===== config.mk =====
export PLATFORM = sky130hd
export DESIGN_NAME = audio_playback_turn_fsm_unit
export DESIGN_NICKNAME = d
export VERILOG_FILES = /design/src/apt_pkg.sv /design/src/apt_cfg.sv /design/src/apt_core.sv /design/src/audio_playback_turn_fsm_unit.sv
export SDC_FILE = /design/constraint.sdc
export NUM_CORES = 1
export LEC_CHECK = 0
export ABC_AREA = 1
export BUFFER_PORTS_ARGS = -buffer_cell sky130_fd_sc_hd__buf_2
export CORE_UTILIZATION = 55
export CTS_BUF_LIST = sky130_fd_sc_hd__clkbuf_8 sky130_fd_sc_hd__clkbuf_16
export DETAILED_ROUTE_END_ITERATION = 6
export PLACE_DENSITY = 0.75
export REMOVE_ABC_BUFFERS = 1
export SYNTH_ARGS = -nofsm -noshare
export SYNTH_HDL_FRONTEND = slang
export SYNTH_SLANG_ARGS = --single-unit

===== constraint.sdc =====
create_clock -name clk -period 5.1 [get_ports clk]
set_clock_uncertainty 0.15 [all_clocks]
set_input_delay 0.51 -clock clk [delete_from_list [all_inputs] [get_ports clk]]
set_output_delay 0.51 -clock clk [all_outputs]
set_load 0.01 [all_outputs]

===== src/apt_pkg.sv =====
// Shared types and constants for the speech playback turn controller.
`timescale 1ns / 1ps

package apt_pkg;

    localparam int LEVEL_W = 20;
    localparam int GEN_W   = 16;
    localparam int KIND_W  = 4;
    localparam int STATE_W = 4;
    localparam int COUNT_W = 16;
    localparam int CFG_IDX_W  = 2;
    localparam int CFG_DATA_W = 20;

    localparam logic [LEVEL_W-1:0] PREBUFFER_RESET = LEVEL_W'(128 * 1024);
    localparam logic [LEVEL_W-1:0] WARNING_RESET   = LEVEL_W'(64 * 1024);
    localparam logic [LEVEL_W-1:0] CRITICAL_RESET  = LEVEL_W'(32 * 1024);
    localparam logic [GEN_W-1:0]   START_GEN_RESET = '0;

    // Request kinds
    localparam logic [KIND_W-1:0] KIND_BEGIN       = 4'd0;
    localparam logic [KIND_W-1:0] KIND_AUDIO       = 4'd1;
    localparam logic [KIND_W-1:0] KIND_TURN_DONE   = 4'd2;
    localparam logic [KIND_W-1:0] KIND_PLAY_START  = 4'd3;
    localparam logic [KIND_W-1:0] KIND_LOW         = 4'd4;
    localparam logic [KIND_W-1:0] KIND_DRAINED     = 4'd5;
    localparam logic [KIND_W-1:0] KIND_I2S_DRAINED = 4'd6;
    localparam logic [KIND_W-1:0] KIND_INTERRUPT   = 4'd7;
    localparam logic [KIND_W-1:0] KIND_GEN_CHANGE  = 4'd8;
    localparam logic [KIND_W-1:0] KIND_ERROR       = 4'd9;
    localparam logic [KIND_W-1:0] KIND_SYNC        = 4'd10;
    localparam logic [KIND_W-1:0] KIND_LEVEL       = 4'd11;
    localparam logic [KIND_W-1:0] KIND_UNDERRUN    = 4'd12;

    // Configuration register indexes
    localparam logic [CFG_IDX_W-1:0] CFG_PREBUFFER = 2'd0;
    localparam logic [CFG_IDX_W-1:0] CFG_WARNING   = 2'd1;
    localparam logic [CFG_IDX_W-1:0] CFG_CRITICAL  = 2'd2;
    localparam logic [CFG_IDX_W-1:0] CFG_START_GEN = 2'd3;

    typedef struct packed {
        logic [KIND_W-1:0]  kind;
        logic [GEN_W-1:0]   generation;
        logic [LEVEL_W-1:0] fill_bytes;
    } apt_item_t;

    typedef struct packed {
        logic [STATE_W-1:0] engine_state;
        logic               turn_active;
        logic               complete_pending;
        logic               model_done;
        logic               playback_begun;
        logic               playback_emptied;
        logic               turn_finished;
        logic [COUNT_W-1:0] underruns;
        logic [GEN_W-1:0]   turn_generation;
    } apt_result_t;

    typedef struct packed {
        logic [LEVEL_W-1:0] prebuffer_level;
        logic [LEVEL_W-1:0] warning_level;
        logic [LEVEL_W-1:0] critical_level;
        logic               gen_load;
        logic [GEN_W-1:0]   gen_value;
    } apt_cfg_t;

endpackage


===== src/apt_cfg.sv =====
// Configuration registers for the playback turn controller.
`timescale 1ns / 1ps

module apt_cfg
    import apt_pkg::*;
(
    input  logic                  clk,
    input  logic                  rst_n,
    input  logic                  cfg_valid,
    output logic                  cfg_ready,
    input  logic [CFG_IDX_W-1:0]  cfg_index,
    input  logic [CFG_DATA_W-1:0] cfg_data,
    output apt_cfg_t              cfg
);

    logic [LEVEL_W-1:0] prebuffer_reg;
    logic [LEVEL_W-1:0] warning_reg;
    logic [LEVEL_W-1:0] critical_reg;

    assign cfg_ready = 1'b1;

    always_ff @(posedge clk or negedge rst_n)
    begin
        if (!rst_n)
        begin
            prebuffer_reg <= PREBUFFER_RESET;
            warning_reg   <= WARNING_RESET;
            critical_reg  <= CRITICAL_RESET;
        end
        else if (cfg_valid)
        begin
            unique case (cfg_index)
                CFG_PREBUFFER: prebuffer_reg <= cfg_data[LEVEL_W-1:0];
                CFG_WARNING:   warning_reg   <= cfg_data[LEVEL_W-1:0];
                CFG_CRITICAL:  critical_reg  <= cfg_data[LEVEL_W-1:0];
                default:       ;
            endcase
        end
    end

    // Start generation lives in the core as its generation registers
    assign cfg.prebuffer_level = prebuffer_reg;
    assign cfg.warning_level   = warning_reg;
    assign cfg.critical_level  = critical_reg;
    assign cfg.gen_load        = cfg_valid && (cfg_index == CFG_START_GEN);
    assign cfg.gen_value       = cfg_data[GEN_W-1:0];

endmodule


===== src/apt_core.sv =====
// Turn state machine: state registers and the next-state logic for one request.
`timescale 1ns / 1ps

module apt_core
    import apt_pkg::*;
(
    input  logic        clk,
    input  logic        rst_n,
    input  apt_cfg_t    cfg,
    input  logic        step,
    input  apt_item_t   item,
    output apt_result_t result
);

    typedef enum logic [STATE_W-1:0] {
        ST_IDLE        = 4'd0,
        ST_LISTEN      = 4'd1,
        ST_THINK       = 4'd2,
        ST_BUFFER      = 4'd3,
        ST_PLAY        = 4'd4,
        ST_PLAY_LOW    = 4'd5,
        ST_DRAIN       = 4'd6,
        ST_COMPLETE    = 4'd7,
        ST_INTERRUPTED = 4'd8,
        ST_ERROR       = 4'd9
    } state_t;

    state_t             state_reg, state_next;
    logic [GEN_W-1:0]   turn_gen_reg, turn_gen_next;
    logic [GEN_W-1:0]   last_gen_reg, last_gen_next;
    logic               model_done_reg, model_done_next;
    logic               play_begun_reg, play_begun_next;
    logic               emptied_reg, emptied_next;
    logic               active_reg, active_next;
    logic               pending_reg, pending_next;
    logic [COUNT_W-1:0] underrun_reg, underrun_next;
    logic               finished;

    always_comb
    begin
        state_next      = state_reg;
        turn_gen_next   = turn_gen_reg;
        last_gen_next   = last_gen_reg;
        model_done_next = model_done_reg;
        play_begun_next = play_begun_reg;
        emptied_next    = emptied_reg;
        active_next     = active_reg;
        pending_next    = pending_reg;
        underrun_next   = underrun_reg;
        finished        = 1'b0;

        // A turn event from another connection drops the turn first
        if ((item.kind <= KIND_ERROR) && (item.generation != '0)
            && (item.generation != turn_gen_reg))
        begin
            model_done_next = 1'b0;
            play_begun_next = 1'b0;
            emptied_next    = 1'b0;
            underrun_next   = '0;
            turn_gen_next   = item.generation;
            last_gen_next   = item.generation;
            active_next     = 1'b0;
            pending_next    = 1'b0;
            state_next      = ST_IDLE;
        end

        unique case (item.kind) inside
            KIND_BEGIN, KIND_AUDIO:
            begin
                active_next = 1'b1;
                if (item.kind == KIND_BEGIN)
                    pending_next = 1'b0;
                if (state_next == ST_IDLE || state_next == ST_LISTEN
                    || state_next == ST_THINK)
                    state_next = ST_BUFFER;
            end
            KIND_TURN_DONE:
            begin
                model_done_next = 1'b1;
                pending_next    = 1'b1;
                if (state_next == ST_PLAY || state_next == ST_PLAY_LOW
                    || state_next == ST_BUFFER)
                    state_next = ST_DRAIN;
            end
            KIND_PLAY_START:
            begin
                play_begun_next = 1'b1;
                state_next      = ST_PLAY;
            end
            KIND_LOW:
            begin
                if (state_next == ST_PLAY)
                    state_next = ST_PLAY_LOW;
            end
            KIND_DRAINED:
                emptied_next = 1'b1;
            KIND_I2S_DRAINED:
            begin
                emptied_next = 1'b1;
                if (model_done_next)
                begin
                    pending_next = 1'b0;
                    active_next  = 1'b0;
                    state_next   = ST_IDLE;
                    finished     = 1'b1;
                end
            end
            KIND_INTERRUPT:
            begin
                pending_next    = 1'b0;
                active_next     = 1'b0;
                state_next      = ST_INTERRUPTED;
                model_done_next = 1'b0;
                play_begun_next = 1'b0;
                emptied_next    = 1'b0;
                underrun_next   = '0;
            end
            KIND_GEN_CHANGE:
            begin
                model_done_next = 1'b0;
                play_begun_next = 1'b0;
                emptied_next    = 1'b0;
                underrun_next   = '0;
                turn_gen_next   = item.generation;
                last_gen_next   = item.generation;
                active_next     = 1'b0;
                pending_next    = 1'b0;
                state_next      = ST_IDLE;
            end
            KIND_ERROR:
                state_next = ST_ERROR;
            KIND_SYNC:
            begin
                if (item.generation != last_gen_reg)
                begin
                    model_done_next = 1'b0;
                    play_begun_next = 1'b0;
                    emptied_next    = 1'b0;
                    underrun_next   = '0;
                    turn_gen_next   = item.generation;
                    last_gen_next   = item.generation;
                    active_next     = 1'b0;
                    pending_next    = 1'b0;
                    state_next      = ST_IDLE;
                end
                else
                begin
                    turn_gen_next = item.generation;
                    if (pending_reg || model_done_reg)
                    begin
                        model_done_next = 1'b1;
                        if (item.fill_bytes != '0)
                            state_next = ST_DRAIN;
                        else if (state_reg != ST_COMPLETE && state_reg != ST_IDLE)
                        begin
                            state_next = ST_IDLE;
                            finished   = 1'b1;
                        end
                    end
                    else if (active_reg)
                    begin
                        // Prebuffer threshold, then warning/critical hysteresis
                        if (item.fill_bytes >= cfg.prebuffer_level
                            && state_reg != ST_PLAY && state_reg != ST_PLAY_LOW)
                            state_next = ST_PLAY;
                        else if (item.fill_bytes != '0 && state_reg == ST_IDLE)
                            state_next = ST_BUFFER;

                        if (state_next == ST_PLAY
                            && item.fill_bytes < cfg.critical_level)
                            state_next = ST_PLAY_LOW;
                        else if (state_next == ST_PLAY_LOW
                            && item.fill_bytes >= cfg.warning_level)
                            state_next = ST_PLAY;
                    end
                end
            end
            KIND_UNDERRUN:
            begin
                if (underrun_reg != '1)
                    underrun_next = underrun_reg + COUNT_W'(1);
            end
            default: ;
        endcase
    end

    always_ff @(posedge clk or negedge rst_n)
    begin
        if (!rst_n)
        begin
            state_reg      <= ST_IDLE;
            turn_gen_reg   <= START_GEN_RESET;
            last_gen_reg   <= START_GEN_RESET;
            model_done_reg <= 1'b0;
            play_begun_reg <= 1'b0;
            emptied_reg    <= 1'b0;
            active_reg     <= 1'b0;
            pending_reg    <= 1'b0;
            underrun_reg   <= '0;
        end
        else if (cfg.gen_load)
        begin
            // Fresh start: keep engine state and active/pending flags
            turn_gen_reg   <= cfg.gen_value;
            last_gen_reg   <= cfg.gen_value;
            model_done_reg <= 1'b0;
            play_begun_reg <= 1'b0;
            emptied_reg    <= 1'b0;
            underrun_reg   <= '0;
        end
        else if (step)
        begin
            state_reg      <= state_next;
            turn_gen_reg   <= turn_gen_next;
            last_gen_reg   <= last_gen_next;
            model_done_reg <= model_done_next;
            play_begun_reg <= play_begun_next;
            emptied_reg    <= emptied_next;
            active_reg     <= active_next;
            pending_reg    <= pending_next;
            underrun_reg   <= underrun_next;
        end
    end

    assign result.engine_state     = STATE_W'(state_next);
    assign result.turn_active      = active_next;
    assign result.complete_pending = pending_next;
    assign result.model_done       = model_done_next;
    assign result.playback_begun   = play_begun_next;
    assign result.playback_emptied = emptied_next;
    assign result.turn_finished    = finished;
    assign result.underruns        = underrun_next;
    assign result.turn_generation  = turn_gen_next;

endmodule


===== src/audio_playback_turn_fsm_unit.sv =====
// Speech playback turn controller: input register, turn state machine, result register.
// A request is held in the input register, and its result is registered in the result register that drives out_result.
// Throughput: one request per cycle; the input register holds a request only while
// the result register is full and stalled.
// Reset (rst_n, asynchronous, active low): engine idle, flags and underrun count clear,
// generations at START_GEN_RESET, levels at their defaults, both channels empty.
`timescale 1ns / 1ps

module audio_playback_turn_fsm_unit
    import apt_pkg::*;
(
    input  logic                  clk,
    input  logic                  rst_n,
    input  logic                  in_valid,
    output logic                  in_stall,
    input  apt_item_t             in_item,
    output logic                  out_valid,
    input  logic                  out_stall,
    output apt_result_t           out_result,
    input  logic                  cfg_valid,
    output logic                  cfg_ready,
    input  logic [CFG_IDX_W-1:0]  cfg_index,
    input  logic [CFG_DATA_W-1:0] cfg_data
);

    logic        item_valid_reg;
    apt_item_t   item_reg;
    logic        out_valid_reg;
    apt_result_t out_result_reg;
    apt_cfg_t    cfg;
    apt_result_t result;
    logic        advance;

    apt_cfg u_cfg (
        .clk       (clk),
        .rst_n     (rst_n),
        .cfg_valid (cfg_valid),
        .cfg_ready (cfg_ready),
        .cfg_index (cfg_index),
        .cfg_data  (cfg_data),
        .cfg       (cfg)
    );

    apt_core u_core (
        .clk    (clk),
        .rst_n  (rst_n),
        .cfg    (cfg),
        .step   (advance),
        .item   (item_reg),
        .result (result)
    );

    // Move the held request into the result register when that slot frees up
    assign advance  = item_valid_reg && (!out_valid_reg || !out_stall);
    assign in_stall = item_valid_reg && !advance;

    always_ff @(posedge clk or negedge rst_n)
    begin
        if (!rst_n)
        begin
            item_valid_reg <= 1'b0;
            out_valid_reg  <= 1'b0;
        end
        else
        begin
            if (!in_stall)
                item_valid_reg <= in_valid;
            if (advance)
                out_valid_reg <= 1'b1;
            else if (!out_stall)
                out_valid_reg <= 1'b0;
        end
    end

    always_ff @(posedge clk)
    begin
        if (!in_stall && in_valid)
            item_reg <= in_item;
        if (advance)
            out_result_reg <= result;
    end

    assign out_valid  = out_valid_reg;
    assign out_result = out_result_reg;

endmodule

; ---- Word-level counts from Yosys, hierarchy flattened
; Index checks and enable logic that the tools add are counted.
[op_classes]
addsub = 1
order_cmp = 4
muxes = 67
eq_ne = 28
n_reduce_logical = 38
bitwise_logic = 1
[op_table]
columns = cell, n
row1 = $mux 16, 13
row2 = $mux 4, 18
row3 = $pmux 16 s3, 1
row4 = $ge 20x20->1, 2
row5 = $pmux 4 s9, 1
row6 = $eq 4x3->1 const B, 8
row7 = $ne 16x16->1, 2
row8 = $pmux 16 s2, 1
row9 = $mux 1, 27
row10 = $lt 20x20->1, 1
row11 = $reduce_bool 20->1, 1
row12 = $add 16x1->16 const B, 1
row13 = $eq 4x2->1 const B, 4
row14 = $eq 4x4->1 const B, 4
row15 = $ne 16x16->1 const B, 1
row16 = $reduce_bool 16->1, 1
row17 = $logic_and 1x1->1, 12
row18 = $logic_not 4->1, 3
row19 = $ne 4x3->1 const B, 3
row20 = $pmux 1 s3, 3
row21 = $eq 4x1->1 const B, 2
row22 = $reduce_and 2->1, 4
row23 = $reduce_or 2->1, 4
row24 = $logic_or 1x1->1, 6
row25 = 12 further kinds, 16
[totals]
register_bits = 201

; ---- Longest topological paths before layout
; Gate-level depths: netlist (run 1).
[logic_depth]
ltp_word = 18
ltp_mapped = 19

; ---- Modules after synthesis
; From an unflattened synthesis (run 1), not the netlist that was laid out.
[unflattened]
cells_unflattened = 1361
hier_area_um2 = 11355.9
[by_module_without_submodules]
columns = module, area_per_inst_um2, seq_area_each_um2, instances, cells_each
row1 = apt_core, 6217.2, 1426.4, 1, 978
row2 = apt_cfg, 2581.2, 1505.2, 1, 289
row3 = audio_playback_turn_fsm_unit, 2557.5, 2512.4, 1, 94

; ---- Worst setup path after synthesis (run 1)
; Ideal clock, no wire load.
[synth_path]
kind = input -> register
from = input port out_stall
to = register u_core.last_gen_reg[0]
required_time_ns = 4.863
t_arrival_ns = 3.535
setup_slack_ns = 1.328
stages = 10
setup_time_ns = 0.087
n_path_buf = 1
path_cell_list = nand2_1 inv_1 nor2_1 inv_1 nor2_1 inv_1 clkbuf_1 a21oi_1 o21ai_0 o211ai_1
[synth_between]
elab_chain_cells = 4
[synth_rtl]
columns = item, line_no
row1 = start: declaration, audio_playback_turn_fsm_unit.sv:18  ; input logic out_stall,
row2 = $logic_not 1->1, -
row3 = $logic_or 1x1->1, audio_playback_turn_fsm_unit.sv:54  ; assign advance = item_valid_reg && (!out_valid_reg || !out_stall);
row4 = $logic_and 1x1->1, audio_playback_turn_fsm_unit.sv:54
row5 = net advance, audio_playback_turn_fsm_unit.sv:32  ; logic advance;
row6 = $reduce_bool 2->1 (no source line), -
row7 = end signal: assignment, apt_core.sv:205  ; last_gen_reg <= cfg.gen_value;
row8 = end signal: assignment, apt_core.sv:215  ; last_gen_reg <= last_gen_next;
row9 = end: declaration, apt_core.sv:30  ; logic [GEN_W-1:0] last_gen_reg, last_gen_next;
; The timed path passes the listed nets, and every way through them passes these cells.
; A chain may end at the register's enable or synchronous reset.

; ---- Worst setup path after layout (run 1)
[layout_path]
from = register item_reg[39] (netlist bit)
to = register u_core.last_gen_reg[5]
[layout_between]
elab_chain_cells = 8
word_cells_on_any_way = 10
cone_classes = order compare (1) / eq/ne (2) / mux (5) / reduce/logical (2)
[layout_rtl]
columns = item, line_no
row1 = start: declaration, audio_playback_turn_fsm_unit.sv:27  ; apt_item_t item_reg;
row2 = start signal: assignment, audio_playback_turn_fsm_unit.sv:78  ; item_reg <= in_item;
row3 = $le 4x4->1, apt_core.sv:53  ; if ((item.kind <= KIND_ERROR) && (item.generation != '0)
row4 = $logic_and 1x1->1, apt_core.sv:53
row5 = $logic_and 1x1->1, apt_core.sv:54  ; && (item.generation != turn_gen_reg))
row6 = $mux 16, apt_core.sv:53
row7 = $mux 16, apt_core.sv:134  ; if (item.generation != last_gen_reg)
row8 = $pmux 16 s2 (*), apt_core.sv:67  ; unique case (item.kind) inside
row9 = $mux 16 (*), apt_core.sv:211  ; else if (step)
row10 = $mux 16 (*), apt_core.sv:201  ; else if (cfg.gen_load)
; Mark *: on every way between the ends. The rest lies on a longest branch, timed or not. The select of a mux whose other input is x is not followed.

==> results of run 1 <==
## area by class of cell
type | instances | area [um^2]
Clock inverter | 14 | 96.3
Sequential cell | 201 | 5440
Tap cell | 260 | 325
Fill cell | 1632 | 6660
Timing Repair Buffer | 121 | 638
Multi-Input combinational cell | 851 | 4540
Clock buffer | 27 | 631
Inverter | 182 | 683
## routing by layer
metal | vias to the layer above | track usage (%)
met5 | - | 0
li1 | 4407 | -
met3 | 53 | 4.48
met2 | 330 | 42.9
met4 | 0 | 9.22
met1 | 4163 | 37.3
## kinds of logic after synthesis
kind of cell,after synthesis,share of synthesized area [%]
AO/OA/AOI/OAI,240,12.8
adder cells (fa/ha/maj),60,6.94
AND/OR/NAND/NOR,538,21.1
XOR/XNOR,12,0.972
buffers and inverters,216,7.78
other,1,0.0347
flip-flops,201,50.3
## cells in the final DEF (no fill, tap or decap), drive strengths merged, types with 28 or more instances in the layout
master,Yosys,layout
o21ai,136,136
buf,10,120
ha,60,60
nand2,370,370
edfxtp,82,82
inv,181,185
a21oi,57,57
dfrtp,116,116
nand3,49,49
nor2,69,69
o211ai,28,28
## stage by stage
| step | hold WS [ns] | utilization (%) | area (um^2) | power (W) |
|---|---|---|---|---|
| 4_1_cts | 0.00828 | 65.0 | 12400 | 0.00462 |
| 2_1_floorplan | 0.0644 | - | 10700 | 0.00271 |
| 3_5_place_dp | 0.323 | 61.1 | 11600 | 0.00303 |
| 5_1_grt | 0.0118 | 65.0 | 12400 | 0.00486 |
| 3_3_place_gp | 0.317 | 61.1 | 11600 | 0.00299 |
| 6_report | 0.0230 | 65.0 | 12400 | 0.00460 |
## worst max-delay path: stages, from the launching register on
cell,delay [ns]
edfxtp_1,0.42
inv_1,0.12
nor2_1,0.17
inv_1,0.11
o21ai_2,0.92
a21boi_2,1.10
a21oi_1,0.16
o21ai_1,0.13
o211ai_1,0.12
## what timing repair did
item | 4_1_cts | 5_1_grt
endpoints found under the hold margin | 37 | 0
hold buffers | 1 | 0
gates resized for setup | 0 | 0
## power by group through the flow
| stage | Sequential, W | Combinational [W] | Clock (W) |
|---|---|---|---|
| floorplan | 0.00209 | 0.000619 | 0 |
| global route | 0.00210 | 0.00108 | 0.00167 |
| CTS | 0.00207 | 0.000943 | 0.00161 |
| global placement | 0.00209 | 0.000902 | 0 |
| finish | 0.00207 | 0.000944 | 0.00159 |
| detailed placement | 0.00210 | 0.000933 | 0 |
## worst paths after layout
path / to / slack (ns)
worst max-delay path: u_core.last_gen_reg[5] / 1.55
worst min-delay path: item_reg[29] / 0.02
worst max register to register: u_core.last_gen_reg[5] / 1.55
worst min register to register: u_cfg.critical_reg[6] / 0.33
max in group asynchronous: u_core.active_reg / 3.35
min in group asynchronous: u_cfg.critical_reg[14] / 0.39
==> results.yml, run 1 <==
run_status:
  status: "completed"
power_and_ir_drop:
  peakVddDrop_uv: 280
  p_switching_w: 0.00141
  combPwrFrac_pct: 20.5
  swShare_pct: 30.7
  power_frac_seq_pct: 45.0
  p_int_w: 0.00319
  p_clk_share_pct: 34.5
  p_leak_nw: 5.88
  pwr_density_cell_mw_per_mm2: 373
critical_path:
  cp-startpoint: "item_reg[39]"
  reg2reg_from: "item_reg[39]"
  arrival_ns: 3.76
  path_class: "reg2reg"
  crit_fanout: 33
  worstRegToRegCells: 8
  worst_setup_path_start_kind: "flip-flop"
  worstSetupEndpointType: "flip-flop"
  worstPathRequired_ns: 5.32
synthesis:
  yosys-top-cells-area: "dfrtp_1, edfxtp_1, nand2_1"
  synthArstFlopShare_pct: 59.2
  synth_cell_types: 50
  synth.avg_cell_area_um2: 8.53
  synth_common_cells: "nand2_1, inv_1, dfrtp_1"
  ys_seq_elements: 201
  yosysSeqAreaShare_pct: 50.3
  yosysWarnings: 0
  synthFlopType: "dfrtp_1"
  synth.most_common_cell: "nand2_1"
  yosysTopAreaCellShare_pct: 26.8
  synth-edff-count: 82
  synthCells: 1268
  syn_area_mm2: 0.0108
  synth_area_leader_cell: "dfrtp_1"
floorplanning:
  boundaryPins: 112
  fp.dieArea_mm2: 0.0202
  start_util_pct: 56.9
  die_y_um: 142
  die_x_um: 142
  core_mm2: 0.0190
  fp-row-count: 50
final_layout:
  largest_reg_flops: 42
  area.growth.synth_to_final_pct: 14.3
  fin_nets: 1507
  layoutNonFillerInstCount: 1656
  antenna_cells_inserted: 0
  post_route_cells_drive_above_1_share_pct: 15.2
min_path:
  hold_depth: 1
  hold_path.startpoint: "in_item[29]"
  hold_path.class: "in2reg"
routing:
  wl_per_cell_um: 15.7
  highest-signal-layer: "met4"
  routedLengthMet1_um: 11600
  postRouteAntennaNets: 0
  vias: 8953
  met3_length_um: 1900
  drt_iter0_markers: 747
  wl_met2_um: 11700
  via_per_inst: 5.41
  drc_errors: 0
  wirelength_um: 25900
  drt-pass1-iter-count: 5
placement:
  dp_cells: 1614
  hpwl_um: 18200
  dp_slack_ns: 1.62
  gp_congestion: 0.872
  io_buffers: 110
global_route:
  grt_pass1_vias: 8729
  grt_use_total_pct: 26.9
  grt_pass1_wl_um: 42800
  grt_max_degree: 50
  antenna_found_initial: 0
  grt_overflow: 0
clock_tree:
  htree_levels: 1
  cts_buffers: 23
  cts-root-buf: "clkbuf_16"
  cts.sinks: 201
  clk_pin_slew_ns: 0.06
  insertion_delay_ns: 0.51
  post_cts_buffers: 0
  cts_tree: "built"
  clockBufferDepth: 3
timing:
  fin_setup_tns_ns: 0
  fin_crit_sh_pct: 69.5
  period_needed_ns: 3.55
  finalHoldViolations: 0
  layout_setup_ws_ns: 1.55
  rsz0062_at_grt: "no"
  max_freq_mhz: 282
  report.final.slew_viol_count: 0
  worst_pin_slew_ns: 1.28
  relSlewSlack_pct: 14.4
  finalSetupViolCount: 0
flow_run:
  drv_cap: 0
No activity file was read; power rests on OpenSTA's default activity.
==> inputs of run 2 (changes only) <==
==> constraint.sdc (replaced) <==
create_clock -name clk -period 3.35 [get_ports clk]
set_clock_uncertainty 0.15 [all_clocks]
set_input_delay 0.335 -clock clk [delete_from_list [all_inputs] [get_ports clk]]
set_output_delay 0.335 -clock clk [all_outputs]
set_load 0.01 [all_outputs]
==> results.yml, run 2 (synthesis results as in run 1) <==
clock_tree:
  cts-root-buf: "clkbuf_16"
  cts_tree: "built"
  cts.sinks: 201
  htree_levels: 1
  cts_buffers: 22
  insertion_delay_ns: 0.51
  cts-resized-gates: 0
  clockBufferDepth: 3
  clk_pin_slew_ns: 0.06
  post_cts_buffers: 0
critical_path:
  r2r-end: "out_result[17]"
  reg2reg_from: "item_reg[37]"
  max_stage_delay_ns: 0.50
  worstPathCellList: "nor2_1, inv_1, nor3_4, buf_4, inv_1, nand2_1, nand2_1, nand2_2, inv_1, nand2_1, nand3_1"
  crit_cells: 11
  crit_family: "simple AND/OR/NAND/NOR gates"
  path_class: "reg2reg"
  slowest_stage: "edfxtp_1"
  worstSetupEndpointType: "flip-flop"
  crit_buf_inv: 4
  worst_setup_path_start_kind: "flip-flop"
  worstRegToRegCells: 11
  arrival_ns: 2.80
  worstPathRequired_ns: 3.44
  crit_fanout: 17
  rrSetupSlack_ns: 0.64
routing:
  postRouteAntennaNets: 0
  drc_errors: 0
  drt_iter0_markers: 848
  via_per_inst: 5.38
  drt-pass1-iter-count: 5
  wirelength_um: 27000
  vias: 9200
  wl_per_cell_um: 15.8
floorplanning:
  die_y_um: 142
  boundaryPins: 112
  core_mm2: 0.0190
  die_x_um: 142
  fp-row-count: 50
  start_util_pct: 56.9
  fp.dieArea_mm2: 0.0202
final_layout:
  post_route_cells_drive_above_1_share_pct: 14.4
  fin_nets: 1561
  mostFrequentLayoutCells: "nand2_1, inv_1, dfrtp_1"
  area.growth.synth_to_final_pct: 19.0
  largest_reg_flops: 42
  n_fill_cell: 1593
  antenna_cells_inserted: 0
  mostFrequentLayoutCell: "nand2_1"
timing:
  max_freq_mhz: 369
  period_needed_ns: 2.71
  worst_pin_slew_ns: 1.00
  fin_crit_sh_pct: 80.8
  layout_setup_ws_ns: 0.643
  finalSetupViolCount: 0
  rsz0062_at_grt: "no"
  relSlewSlack_pct: 33.2
  report.final.slew_viol_count: 0
  finalHoldViolations: 0
power_and_ir_drop:
  power_frac_seq_pct: 45.4
  swShare_pct: 30.8
  p_clk_share_pct: 33.1
  p_int_w: 0.00482
  peakVddDrop_uv: 466
  p_leak_nw: 6.09
  p_switching_w: 0.00214
  total_power_w: 0.00696
  pwr_density_cell_mw_per_mm2: 541
  combPwrFrac_pct: 21.5
placement:
  io_buffers: 110
  dp_slack_ns: 0.666
  hpwl_um: 18700
  gp_congestion: 0.964
global_route:
  grt_pass1_wl_um: 43800
  grt_use_total_pct: 27.7
  grt_pass1_vias: 8792
  grt_max_degree: 75
  grt_overflow: 0
  antenna_found_initial: 0
flow_run:
  drv_cap: 0
run_status:
  status: "completed"
min_path:
  hold_depth: 3
  hold_path.startpoint: "cfg_data[3]"
  hold_path.class: "in2reg"
  min_to: "u_cfg.prebuffer_reg[3]"
-- run 2: final cells by class --
| type | count | area (um^2) | area share (%) |
|---|---|---|---|
| sequential | 201 | 5440 | 42.3 |
| multi-input combinational | 851 | 4540 | 35.3 |
| timing repair buffer | 176 | 1200 | 9.30 |
| inverter | 182 | 683 | 5.31 |
| clock buffer | 24 | 589 | 4.58 |
| tap | 260 | 325 | 2.53 |
| clock inverter | 15 | 90.1 | 0.700 |
-- run 2: metrics by stage --
stage / util [%] / hold WS, ns / TNS, ns / cell area (um^2) / std cells
CTS: 67.7 / 0.00520 / 0 / 12900 / 1709
global route: 67.7 / 0.0154 / 0 / 12900 / 1709
detailed placement: 61.3 / 0.323 / 0 / 11600 / 1616
global placement: 61.3 / 0.317 / 0 / 11600 / 1616
floorplan: - / -0.111 / -77.39 / 10700 / 1234
finish: 67.7 / 0.0212 / 0 / 12900 / 1709
-- run 2: tightest hold or removal path, stage by stage --
cell     delay [ns]
buf_2          0.13
inv_1          0.08
o21ai_0        0.08
-- run 2: timing repair --
item / in CTS / in global routing
hold buffers: 54 / 0
endpoints found under the hold margin: 146 / 0
setup endpoints to repair: 0 / 0
-- run 2: worst max path at each step --
stage | startpoint | endpoint
after global routing | item_reg[38] | u_core.last_gen_reg[6]
after global placement | item_reg[37] | out_result[17]
final | item_reg[37] | out_result[17]
after detailed placement | item_reg[37] | out_result[17]
after CTS | item_reg[37] | out_result[17]
after floorplan | out_valid | u_core.last_gen_reg[0]
-- run 2: power groups by stage --
| stage | sequential [W] | combinational, W | clock [W] |
|---|---|---|---|
| 2_1_floorplan | 0.00318 | 0.000943 | 0 |
| 3_5_place_dp | 0.00319 | 0.00143 | 0 |
| 5_1_grt | 0.00320 | 0.00172 | 0.00244 |
| 6_report | 0.00316 | 0.00150 | 0.00230 |
| 4_1_cts | 0.00316 | 0.00149 | 0.00234 |
| 3_3_place_gp | 0.00319 | 0.00139 | 0 |
-- run 2: metal layers --
metal / vias to the layer above / track usage, % / wire [um]
li1: 4515 / - / -
met1: 4267 / 39.3 / 12300
met2: 364 / 44.0 / 12200
met3: 54 / 3.97 / 1770
met4: 0 / 8.55 / 757
met5: - / 0 / 0
